--- config.mk ---
export PLATFORM = sky130hd
export DESIGN_NAME = lif_neuron_with_axon_delay_top
export DESIGN_NICKNAME = d
export VERILOG_FILES = /design/src/sv/lnad_pkg.sv /design/src/sv/lnad_front.sv /design/src/sv/lnad_back.sv /design/src/sv/lif_neuron_with_axon_delay_top.sv
export SDC_FILE = /design/constraint.sdc
export NUM_CORES = 2
export LEC_CHECK = 0
export BUFFER_PORTS_ARGS = -buffer_cell sky130_fd_sc_hd__buf_4
export CELL_PAD_IN_SITES_DETAIL_PLACEMENT = 2
export CELL_PAD_IN_SITES_GLOBAL_PLACEMENT = 2
export CORE_ASPECT_RATIO = 1.75
export CORE_MARGIN = 4
export CORE_UTILIZATION = 42
export CTS_CLUSTER_DIAMETER = 120
export DETAILED_ROUTE_END_ITERATION = 6
export GPL_ROUTABILITY_DRIVEN = 0
export PLACE_DENSITY_LB_ADDON = 0.3
export SYNTH_ARGS = -nofsm -noshare
export SYNTH_HDL_FRONTEND = slang
export SYNTH_SLANG_ARGS = --single-unit
--- constraint.sdc ---
create_clock -name clk -period 11 [get_ports clk]
set_input_delay 2.2 -clock clk [delete_from_list [all_inputs] [get_ports clk]]
set_output_delay 2.2 -clock clk [all_outputs]
set_load 0.02 [all_outputs]
--- src/sv/lnad_pkg.sv ---
// Shared types, constants and register codes for the LIF neuron with axon delay.
package lnad_pkg;

    localparam int MAX_PACKETS = 8;
    localparam int CNT_W       = $clog2(MAX_PACKETS + 1);

    localparam int LEVEL_W    = 16;
    localparam int AGE_W      = 20;
    localparam int GAIN_W     = 24;
    localparam int GAIN_HALF  = GAIN_W / 2;
    localparam int ARR_W      = 4;
    localparam int CFG_IDX_W  = 3;
    localparam int CFG_DATA_W = 24;

    localparam int QUEUE_DEPTH = 2;
    localparam int QPTR_W      = (QUEUE_DEPTH > 1) ? $clog2(QUEUE_DEPTH) : 1;
    localparam int QCNT_W      = $clog2(QUEUE_DEPTH + 1);

    localparam logic [AGE_W-1:0]          AGE_MAX   = '1;
    localparam logic [ARR_W-1:0]          ARR_MAX   = '1;
    localparam logic signed [LEVEL_W-1:0] LEVEL_MAX = 16'sh7FFF;
    localparam logic signed [LEVEL_W-1:0] LEVEL_MIN = 16'sh8000;

    // register indexes on the configuration port
    localparam logic [CFG_IDX_W-1:0] REG_RESTING    = 3'd0;
    localparam logic [CFG_IDX_W-1:0] REG_THRESHOLD  = 3'd1;
    localparam logic [CFG_IDX_W-1:0] REG_RESET_LVL  = 3'd2;
    localparam logic [CFG_IDX_W-1:0] REG_LEAK_GAIN  = 3'd3;
    localparam logic [CFG_IDX_W-1:0] REG_REFRACTORY = 3'd4;
    localparam logic [CFG_IDX_W-1:0] REG_AXON_DELAY = 3'd5;

    // register values after reset
    localparam logic signed [LEVEL_W-1:0] RESTING_RST    = -16'sd17920;
    localparam logic signed [LEVEL_W-1:0] THRESHOLD_RST  = -16'sd14080;
    localparam logic signed [LEVEL_W-1:0] RESET_LVL_RST  = -16'sd17920;
    localparam logic [GAIN_W-1:0]         LEAK_GAIN_RST  = 24'd1678;
    localparam logic [AGE_W-1:0]          REFRACTORY_RST = 20'd2000;
    localparam logic [AGE_W-1:0]          AXON_DELAY_RST = 20'd1000000;

    typedef enum logic {
        CMD_STIM = 1'b0,
        CMD_TICK = 1'b1
    } cmd_t;

    typedef struct packed {
        logic signed [LEVEL_W-1:0] resting_level;
        logic signed [LEVEL_W-1:0] threshold_level;
        logic signed [LEVEL_W-1:0] reset_level;
        logic [GAIN_W-1:0]         leak_gain;
        logic [AGE_W-1:0]          refractory_period_us;
        logic [AGE_W-1:0]          axon_delay_us;
    } cfg_t;

    typedef struct packed {
        cmd_t                      command;
        logic signed [LEVEL_W-1:0] stimulus_mv;
        logic [AGE_W-1:0]          elapsed_us;
    } item_t;

    typedef struct packed {
        logic signed [LEVEL_W-1:0] membrane_level;
        logic                      fired;
        logic [ARR_W-1:0]          arrivals;
        logic                      refractory_active;
        logic                      stimulus_accepted;
        logic                      packet_dropped;
        logic                      level_saturated;
    } result_t;

endpackage

--- src/sv/lnad_front.sv ---
// Input side: accepts items, tags the command and holds them in a short queue.
module lnad_front (
    input  logic                                clk,
    input  logic                                rst_n,
    input  logic                                item_valid,
    output logic                                item_stall,
    input  logic                                command,
    input  logic signed [lnad_pkg::LEVEL_W-1:0] stimulus_mv,
    input  logic [lnad_pkg::AGE_W-1:0]          elapsed_us,
    output logic                                q_valid,
    output lnad_pkg::item_t                     q_item,
    input  logic                                q_pop
);
    import lnad_pkg::*;

    item_t             queue_reg [QUEUE_DEPTH];
    item_t             item_in;
    logic [QPTR_W-1:0] wr_ptr_reg, wr_ptr_next;
    logic [QPTR_W-1:0] rd_ptr_reg, rd_ptr_next;
    logic [QCNT_W-1:0] count_reg, count_next;
    logic              push;

    assign item_stall = (count_reg == QCNT_W'(QUEUE_DEPTH));
    assign push       = item_valid && !item_stall;
    assign q_valid    = (count_reg != '0);
    assign q_item     = queue_reg[rd_ptr_reg];

    // classify: the field the command does not use is carried as zero
    always_comb
    begin
        item_in.command     = command ? CMD_TICK : CMD_STIM;
        item_in.stimulus_mv = command ? '0 : stimulus_mv;
        item_in.elapsed_us  = command ? elapsed_us : '0;
    end

    always_comb
    begin
        wr_ptr_next = wr_ptr_reg;
        rd_ptr_next = rd_ptr_reg;
        if (push)
        begin
            wr_ptr_next = (wr_ptr_reg == QPTR_W'(QUEUE_DEPTH - 1)) ? '0 : wr_ptr_reg + 1'b1;
        end
        if (q_pop)
        begin
            rd_ptr_next = (rd_ptr_reg == QPTR_W'(QUEUE_DEPTH - 1)) ? '0 : rd_ptr_reg + 1'b1;
        end
        unique case ({push, q_pop})
            2'b10:   count_next = count_reg + 1'b1;
            2'b01:   count_next = count_reg - 1'b1;
            default: count_next = count_reg;
        endcase
    end

    always_ff @(posedge clk or negedge rst_n)
    begin
        if (!rst_n)
        begin
            wr_ptr_reg <= '0;
            rd_ptr_reg <= '0;
            count_reg  <= '0;
        end
        else
        begin
            wr_ptr_reg <= wr_ptr_next;
            rd_ptr_reg <= rd_ptr_next;
            count_reg  <= count_next;
        end
    end

    always_ff @(posedge clk)
    begin
        if (push)
        begin
            queue_reg[wr_ptr_reg] <= item_in;
        end
    end

    a_count_bound: assert property (@(posedge clk) disable iff (!rst_n)
        count_reg <= QCNT_W'(QUEUE_DEPTH))
        else $error("queue count above depth");

    a_pop_nonempty: assert property (@(posedge clk) disable iff (!rst_n)
        q_pop |-> count_reg != '0)
        else $error("pop from empty queue");

endmodule

--- src/sv/lnad_back.sv ---
// Execution side: membrane update, leak multiply, packet store and result register.
module lnad_back (
    input  logic              clk,
    input  logic              rst_n,
    input  lnad_pkg::cfg_t    cfg,
    input  logic              q_valid,
    input  lnad_pkg::item_t   q_item,
    output logic              q_pop,
    output logic              result_valid,
    input  logic              result_stall,
    output lnad_pkg::result_t result
);
    import lnad_pkg::*;

    typedef enum logic [2:0] {
        S_IDLE,
        S_EXEC,
        S_MUL2,
        S_MUL3,
        S_LEAK,
        S_AGE
    } state_t;

    state_t                    state_reg, state_next;
    item_t                     op_reg, op_next;
    logic signed [LEVEL_W-1:0] membrane_reg, membrane_next;
    logic [AGE_W-1:0]          refr_reg, refr_next;
    logic [MAX_PACKETS-1:0]    valid_reg, valid_next;
    logic [AGE_W-1:0]          age_reg [MAX_PACKETS];
    logic [AGE_W-1:0]          age_next [MAX_PACKETS];
    logic                      neg_reg, neg_next;
    logic [35:0]               p1_reg, p1_next;
    logic [59:0]               acc_reg, acc_next;
    logic                      fired_reg, fired_next;
    logic                      dropped_reg, dropped_next;
    logic                      sat_reg, sat_next;
    result_t                   result_reg, result_next;
    logic                      result_valid_reg, result_valid_next;

    logic                      produce;
    logic                      accepted;
    logic [ARR_W-1:0]          arr_out;
    logic signed [LEVEL_W:0]   stim_sum;
    logic signed [LEVEL_W:0]   diff;
    logic [LEVEL_W:0]          mag_w;
    logic [GAIN_HALF-1:0]      gain_part;
    logic [47:0]               pp;
    logic [60:0]               rounded;
    logic [36:0]               q_mag;
    logic signed [37:0]        step;
    logic signed [38:0]        leak_sum;
    logic [MAX_PACKETS-1:0]    free_vec, lowest_free, arrive;
    logic [AGE_W:0]            age_sum [MAX_PACKETS];
    logic [AGE_W-1:0]          aged [MAX_PACKETS];
    logic [CNT_W-1:0]          arr_cnt;
    logic [CNT_W+ARR_W-1:0]    arr_wide;

    assign q_pop        = (state_reg == S_IDLE) && q_valid
                          && (!result_valid_reg || !result_stall);
    assign result_valid = result_valid_reg;
    assign result       = result_reg;

    // datapath pieces
    always_comb
    begin
        stim_sum  = {membrane_reg[LEVEL_W-1], membrane_reg}
                  + {op_reg.stimulus_mv[LEVEL_W-1], op_reg.stimulus_mv};
        diff      = {cfg.resting_level[LEVEL_W-1], cfg.resting_level}
                  - {membrane_reg[LEVEL_W-1], membrane_reg};
        mag_w     = diff[LEVEL_W] ? -diff : diff;
        gain_part = (state_reg == S_MUL2) ? cfg.leak_gain[GAIN_HALF-1:0]
                                          : cfg.leak_gain[GAIN_W-1:GAIN_HALF];
        pp        = {12'b0, p1_reg} * {36'b0, gain_part};
        rounded   = {1'b0, acc_reg} + 61'(1 << 23);
        q_mag     = rounded[60:24];
        step      = neg_reg ? -$signed({1'b0, q_mag}) : $signed({1'b0, q_mag});
        leak_sum  = $signed({{23{membrane_reg[LEVEL_W-1]}}, membrane_reg})
                  + $signed({step[37], step});

        free_vec    = ~valid_reg;
        lowest_free = free_vec & (~free_vec + MAX_PACKETS'(1));

        arr_cnt = '0;
        for (int i = 0; i < MAX_PACKETS; i++)
        begin
            age_sum[i] = {1'b0, age_reg[i]} + {1'b0, op_reg.elapsed_us};
            aged[i]    = age_sum[i][AGE_W] ? AGE_MAX : age_sum[i][AGE_W-1:0];
            arrive[i]  = valid_reg[i] && (aged[i] >= cfg.axon_delay_us);
            arr_cnt    = arr_cnt + CNT_W'(arrive[i]);
        end
        arr_wide = (CNT_W + ARR_W)'(arr_cnt);
    end

    // sequencer
    always_comb
    begin
        state_next        = state_reg;
        op_next           = op_reg;
        membrane_next     = membrane_reg;
        refr_next         = refr_reg;
        valid_next        = valid_reg;
        neg_next          = neg_reg;
        p1_next           = p1_reg;
        acc_next          = acc_reg;
        fired_next        = fired_reg;
        dropped_next      = dropped_reg;
        sat_next          = sat_reg;
        result_next       = result_reg;
        result_valid_next = result_valid_reg && result_stall;
        produce           = 1'b0;
        accepted          = 1'b0;
        arr_out           = '0;
        for (int i = 0; i < MAX_PACKETS; i++)
        begin
            age_next[i] = age_reg[i];
        end

        unique case (state_reg)
            S_IDLE:
            begin
                if (q_pop)
                begin
                    op_next      = q_item;
                    fired_next   = 1'b0;
                    dropped_next = 1'b0;
                    sat_next     = 1'b0;
                    state_next   = S_EXEC;
                end
            end
            S_EXEC:
            begin
                priority if (op_reg.command == CMD_STIM)
                begin
                    if (refr_reg == '0)
                    begin
                        accepted = 1'b1;
                        if (stim_sum[LEVEL_W] != stim_sum[LEVEL_W-1])
                        begin
                            sat_next      = 1'b1;
                            membrane_next = stim_sum[LEVEL_W] ? LEVEL_MIN : LEVEL_MAX;
                        end
                        else
                        begin
                            membrane_next = stim_sum[LEVEL_W-1:0];
                        end
                    end
                    produce    = 1'b1;
                    state_next = S_IDLE;
                end
                else if (refr_reg != '0)
                begin
                    refr_next     = (refr_reg > op_reg.elapsed_us)
                                    ? refr_reg - op_reg.elapsed_us : '0;
                    membrane_next = cfg.reset_level;
                    produce       = 1'b1;
                    state_next    = S_IDLE;
                end
                else if (membrane_reg >= cfg.threshold_level)
                begin
                    membrane_next = cfg.reset_level;
                    refr_next     = cfg.refractory_period_us;
                    fired_next    = 1'b1;
                    dropped_next  = (free_vec == '0);
                    valid_next    = valid_reg | lowest_free;
                    for (int i = 0; i < MAX_PACKETS; i++)
                    begin
                        if (lowest_free[i])
                        begin
                            age_next[i] = '0;
                        end
                    end
                    state_next = S_AGE;
                end
                else
                begin
                    neg_next   = diff[LEVEL_W];
                    p1_next    = {20'b0, mag_w[LEVEL_W-1:0]} * {16'b0, op_reg.elapsed_us};
                    state_next = S_MUL2;
                end
            end
            S_MUL2:
            begin
                acc_next   = {12'b0, pp};
                state_next = S_MUL3;
            end
            S_MUL3:
            begin
                acc_next   = acc_reg + {pp, 12'b0};
                state_next = S_LEAK;
            end
            S_LEAK:
            begin
                if (leak_sum > 39'sd32767)
                begin
                    sat_next      = 1'b1;
                    membrane_next = LEVEL_MAX;
                end
                else if (leak_sum < -39'sd32768)
                begin
                    sat_next      = 1'b1;
                    membrane_next = LEVEL_MIN;
                end
                else
                begin
                    membrane_next = leak_sum[LEVEL_W-1:0];
                end
                state_next = S_AGE;
            end
            S_AGE:
            begin
                for (int i = 0; i < MAX_PACKETS; i++)
                begin
                    if (valid_reg[i])
                    begin
                        age_next[i] = aged[i];
                    end
                end
                valid_next = valid_reg & ~arrive;
                arr_out    = (arr_wide > (CNT_W + ARR_W)'(ARR_MAX))
                             ? ARR_MAX : arr_wide[ARR_W-1:0];
                produce    = 1'b1;
                state_next = S_IDLE;
            end
            default:
            begin
                state_next = S_IDLE;
            end
        endcase

        if (produce)
        begin
            result_next.membrane_level    = membrane_next;
            result_next.fired             = fired_next;
            result_next.arrivals          = arr_out;
            result_next.refractory_active = (refr_next != '0);
            result_next.stimulus_accepted = accepted;
            result_next.packet_dropped    = dropped_next;
            result_next.level_saturated   = sat_next;
            result_valid_next             = 1'b1;
        end
    end

    always_ff @(posedge clk or negedge rst_n)
    begin
        if (!rst_n)
        begin
            state_reg        <= S_IDLE;
            op_reg           <= '0;
            membrane_reg     <= RESTING_RST;
            refr_reg         <= '0;
            valid_reg        <= '0;
            neg_reg          <= 1'b0;
            p1_reg           <= '0;
            acc_reg          <= '0;
            fired_reg        <= 1'b0;
            dropped_reg      <= 1'b0;
            sat_reg          <= 1'b0;
            result_reg       <= '0;
            result_valid_reg <= 1'b0;
        end
        else
        begin
            state_reg        <= state_next;
            op_reg           <= op_next;
            membrane_reg     <= membrane_next;
            refr_reg         <= refr_next;
            valid_reg        <= valid_next;
            neg_reg          <= neg_next;
            p1_reg           <= p1_next;
            acc_reg          <= acc_next;
            fired_reg        <= fired_next;
            dropped_reg      <= dropped_next;
            sat_reg          <= sat_next;
            result_reg       <= result_next;
            result_valid_reg <= result_valid_next;
        end
    end

    // packet ages: meaningful only while the slot is valid
    always_ff @(posedge clk)
    begin
        for (int i = 0; i < MAX_PACKETS; i++)
        begin
            age_reg[i] <= age_next[i];
        end
    end

    a_stim_quiet: assert property (@(posedge clk) disable iff (!rst_n)
        result_valid_reg && result_reg.stimulus_accepted
        |-> !result_reg.fired && result_reg.arrivals == '0 && !result_reg.packet_dropped)
        else $error("stimulus result carries tick flags");

    a_drop_needs_fire: assert property (@(posedge clk) disable iff (!rst_n)
        result_valid_reg && result_reg.packet_dropped |-> result_reg.fired)
        else $error("packet dropped without firing");

    a_sat_not_fire: assert property (@(posedge clk) disable iff (!rst_n)
        result_valid_reg && result_reg.level_saturated |-> !result_reg.fired)
        else $error("saturation reported on a firing tick");

endmodule

--- src/sv/lif_neuron_with_axon_delay_top.sv ---
// Top level: configuration registers, input queue and executor of the LIF neuron.
//
//  channel   | handshake                  | payload
//  ----------+----------------------------+----------------------------------------------
//  item in   | item_valid / item_stall    | command, stimulus_mv, elapsed_us
//  result out| result_valid / result_stall| membrane_level, fired, arrivals,
//            |                            | refractory_active, stimulus_accepted,
//            |                            | packet_dropped, level_saturated
//  config    | cfg_we                     | cfg_index, cfg_data
//
// Executor states per item: S_EXEC for a stimulus or a refractory tick; S_EXEC, S_AGE
// for a firing tick; S_EXEC, S_MUL2, S_MUL3, S_LEAK, S_AGE for a leaking tick (a 16x20
// multiply, a 36x12 multiplier used twice over the halves of leak_gain, round, clamp).
// The executor works on one item at a time; a two-item queue keeps taking items meanwhile.
// Reset (rst_n low, async) loads register defaults, membrane = resting level, no refractory
// time and an empty packet store. A stalled result holds in its register; the next item
// is popped from the queue in the same cycle the waiting result is taken.
module lif_neuron_with_axon_delay_top (
    input  logic                                  clk,
    input  logic                                  rst_n,
    input  logic                                  cfg_we,
    input  logic [lnad_pkg::CFG_IDX_W-1:0]        cfg_index,
    input  logic [lnad_pkg::CFG_DATA_W-1:0]       cfg_data,
    input  logic                                  item_valid,
    output logic                                  item_stall,
    input  logic                                  command,
    input  logic signed [lnad_pkg::LEVEL_W-1:0]   stimulus_mv,
    input  logic [lnad_pkg::AGE_W-1:0]            elapsed_us,
    output logic                                  result_valid,
    input  logic                                  result_stall,
    output logic signed [lnad_pkg::LEVEL_W-1:0]   membrane_level,
    output logic                                  fired,
    output logic [lnad_pkg::ARR_W-1:0]            arrivals,
    output logic                                  refractory_active,
    output logic                                  stimulus_accepted,
    output logic                                  packet_dropped,
    output logic                                  level_saturated
);
    import lnad_pkg::*;

    cfg_t    cfg_reg;
    logic    q_valid;
    item_t   q_item;
    logic    q_pop;
    result_t result;

    // configuration registers; indexes past the list are ignored
    always_ff @(posedge clk or negedge rst_n)
    begin
        if (!rst_n)
        begin
            cfg_reg.resting_level        <= RESTING_RST;
            cfg_reg.threshold_level      <= THRESHOLD_RST;
            cfg_reg.reset_level          <= RESET_LVL_RST;
            cfg_reg.leak_gain            <= LEAK_GAIN_RST;
            cfg_reg.refractory_period_us <= REFRACTORY_RST;
            cfg_reg.axon_delay_us        <= AXON_DELAY_RST;
        end
        else if (cfg_we)
        begin
            unique case (cfg_index)
                REG_RESTING:    cfg_reg.resting_level        <= cfg_data[LEVEL_W-1:0];
                REG_THRESHOLD:  cfg_reg.threshold_level      <= cfg_data[LEVEL_W-1:0];
                REG_RESET_LVL:  cfg_reg.reset_level          <= cfg_data[LEVEL_W-1:0];
                REG_LEAK_GAIN:  cfg_reg.leak_gain            <= cfg_data[GAIN_W-1:0];
                REG_REFRACTORY: cfg_reg.refractory_period_us <= cfg_data[AGE_W-1:0];
                REG_AXON_DELAY: cfg_reg.axon_delay_us        <= cfg_data[AGE_W-1:0];
                default:        cfg_reg                      <= cfg_reg;
            endcase
        end
    end

    lnad_front u_front (
        .clk         (clk),
        .rst_n       (rst_n),
        .item_valid  (item_valid),
        .item_stall  (item_stall),
        .command     (command),
        .stimulus_mv (stimulus_mv),
        .elapsed_us  (elapsed_us),
        .q_valid     (q_valid),
        .q_item      (q_item),
        .q_pop       (q_pop)
    );

    lnad_back u_back (
        .clk          (clk),
        .rst_n        (rst_n),
        .cfg          (cfg_reg),
        .q_valid      (q_valid),
        .q_item       (q_item),
        .q_pop        (q_pop),
        .result_valid (result_valid),
        .result_stall (result_stall),
        .result       (result)
    );

    assign membrane_level    = result.membrane_level;
    assign fired             = result.fired;
    assign arrivals          = result.arrivals;
    assign refractory_active = result.refractory_active;
    assign stimulus_accepted = result.stimulus_accepted;
    assign packet_dropped    = result.packet_dropped;
    assign level_saturated   = result.level_saturated;

endmodule

==> results.json <==
{
  "port_buffers": 95,
  "cp_max_fo": 11,
  "synthTopCellsByArea": "fa_1, ha_1, edfxtp_1",
  "fill_cells": 16932,
  "ant_nets": 0,
  "max_stage_delay_ns": 0.61,
  "largest_reg_flops": 160,
  "crit_buf_inv": 6,
  "clock_path_buffers": 3,
  "drv_slew": 0,
  "synthArstFlopShare": 0.573,
  "setup_ws_ns": 0.365,
  "dp.cells": 9358,
  "cts_root_buf": "clkbuf_16",
  "arrival_ns": 11.15,
  "cp_top_family": "compound AO/OA/AOI/OAI gates",
  "dieWidth_um": 308,
  "die_y_um": 533,
  "drt_first_iter_violations": 2908,
  "fin_crit_ns": 10.64,
  "drcViolationCount": 0,
  "ys.flop_type": "dfrtp_1",
  "synth-seq-cells": 548,
  "clock_sinks": 548,
  "max-cap-violations": 0,
  "syn_to_final_growth_pct": 8.77,
  "crit_slowest_cell": "fa_1",
  "ys_types": 90,
  "dr_total_vias": 58696,
  "synth_area_per_cell_um2": 8.96,
  "initial_core_util": 0.423,
  "hp-class": "reg2reg",
  "core_um2": 156000,
  "synth_top_area_cell": "fa_1",
  "cts_tree": "done",
  "multiInputGateArea_um2": 46900,
  "drt_wl_total_um": 288000,
  "drt_pass1_iterations": 5,
  "syn_nets": 8731,
  "cts_buffers": 60,
  "worstSkewPairLatency_ns": 0.76,
  "drive_gt1_frac": 0.0846,
  "final_hold_viol_count": 0,
  "std_cell_rows": 192,
  "synth_warnings": 0,
  "yosysMostFrequentCell": "inv_1",
  "htreeDepth": 2,
  "grt.overflow.total": 0,
  "holdWs_ns": 0.480,
  "antenna_found_initial": 15,
  "path_clk_slew_ns": 0.07,
  "grt_pass1_vias": 69067,
  "grt_usage": 0.345,
  "endpoint_kind": "flop",
  "synth_edf_count": 234,
  "post-dp-hpwl_um": 219000,
  "synth_area_um2": 66100,
  "setup_viol": 0,
  "start_kind": "flop",
  "status": "finished, final reports clean",
  "post-synth-top-area-fraction": 0.184,
  "grt_pass1_wl_um": 429000,
  "num_io_pins": 96,
  "seqCellArea_um2": 14900,
  "wl_per_cell_um": 30.3,
  "required_ns": 11.51,
  "dieArea_um2": 164000,
  "fin_nets": 8737,
  "yosys-top-cells-count": "inv_1, nand2_1, ha_1",
  "dpl_worst_slack_ns": -0.129,
  "final_cell_count_no_fill": 9482,
  "fin_crit_sh": 0.967,
  "finClkSkew_ns": 0.108,
  "grt_max_degree": 82,
  "ys_seq_area_frac": 0.226,
  "worst_slew_pin_slew_ns": 1.31,
  "critPathKind": "reg2reg",
  "synth_cells": 7381,
  "slew_headroom": 0.121,
  "fmax_ghz": 0.0940,
  "avgViaCountPerCell": 6.19
}
cell usage in the layout, fill, tap and decap left out, types with 76 or more instances in the layout:
| master | instances |
|---|---|
| o21ai_0 | 550 |
| o21a_1 | 120 |
| mux2_2 | 113 |
| fa_1 | 607 |
| dfrtp_1 | 274 |
| nor2b_1 | 76 |
| edfxtp_1 | 234 |
| nand3_1 | 106 |
| ha_1 | 674 |
| a21o_1 | 214 |
| nor3_1 | 101 |
| buf_4 | 257 |
| and2_1 | 277 |
| xnor2_1 | 195 |
| nor2_1 | 286 |
| nand2_1 | 783 |
| nand2b_1 | 108 |
| xor2_1 | 151 |
| a21oi_1 | 411 |
| inv_1 | 884 |
final cells by class:
cell class	instances	area share
Clock inverter	32	0.00628
Multi-Input combinational cell	5631	0.652
Sequential cell	548	0.208
Tap cell	2037	0.0354
Antenna cell	6	0.000209
Inverter	887	0.0463
Clock buffer	82	0.0252
Timing Repair Buffer	259	0.0273
per-layer routing:
metal / track usage / routed length [um]
met1: 0.322 / 92200
met2: 0.645 / 151000
met3: 0.0496 / 12600
met4: 0.304 / 31900
met5: 0 / 0
final timing paths:
| path | slack, ns | cells past startpoint | to | start |
|---|---|---|---|---|
| setup reg to reg | 0.36 | 37 | u_back.p1_reg[35]$_DFFE_PN0P_ | u_back.membrane_reg[2]$_DFF_PN0_ |
| hold reg to reg | 0.48 | 2 | u_back.acc_reg[19]$_DFFE_PN0P_ | u_back.acc_reg[19]$_DFFE_PN0P_ |
| min in group asynchronous | 1.45 | 1 | u_back.op_reg[18]$_DFFE_PN0P_ | rst_n |
| max in group asynchronous | 7.16 | 3 | u_back.p1_reg[3]$_DFFE_PN0P_ | rst_n |
| hold / removal | 0.48 | 2 | u_back.acc_reg[19]$_DFFE_PN0P_ | u_back.acc_reg[19]$_DFFE_PN0P_ |
| setup / recovery | 0.36 | 37 | u_back.p1_reg[35]$_DFFE_PN0P_ | u_back.membrane_reg[2]$_DFF_PN0_ |
worst min-delay path, stage by stage, from the launching register on:
cell	delay, ns
dfrtp_1	0.35
nand2_1	0.05
nand2_1	0.05
cells by family (layout without fill, tap and decap cells):
group | after synthesis | in the layout | share of synthesized area
simple gates | 2067 | 2067 | 0.153
fa+ha+maj | 1281 | 1281 | 0.311
compound gates | 1763 | 1763 | 0.167
buf+inv | 1202 | 1260 | 0.0684
flops | 548 | 548 | 0.226
xor+xnor | 346 | 346 | 0.0458
mux | 174 | 174 | 0.0285
other cells | 0 | 6 | 0
repair_timing:
item | 4_1_cts | 5_1_grt
setup endpoints to repair | 4 | 12
hold buffers | 0 | 0
resized for setup | 2 | 16
pin swaps | 0 | 1
setup buffers | 0 | 4
per-stage QoR:
stage	setup TNS (ns)	cell area (um^2)	util
global placement	0	69500	0.445
finish	0	71900	0.460
detailed placement	-0.129	69500	0.445
global route	-0.0466	71900	0.460
CTS	0	71800	0.459
floorplan	0	66100	-
Power is left out: the tool's default activity adds up to more than one toggle a clock period on the data nets, which glitch-free logic cannot reach.
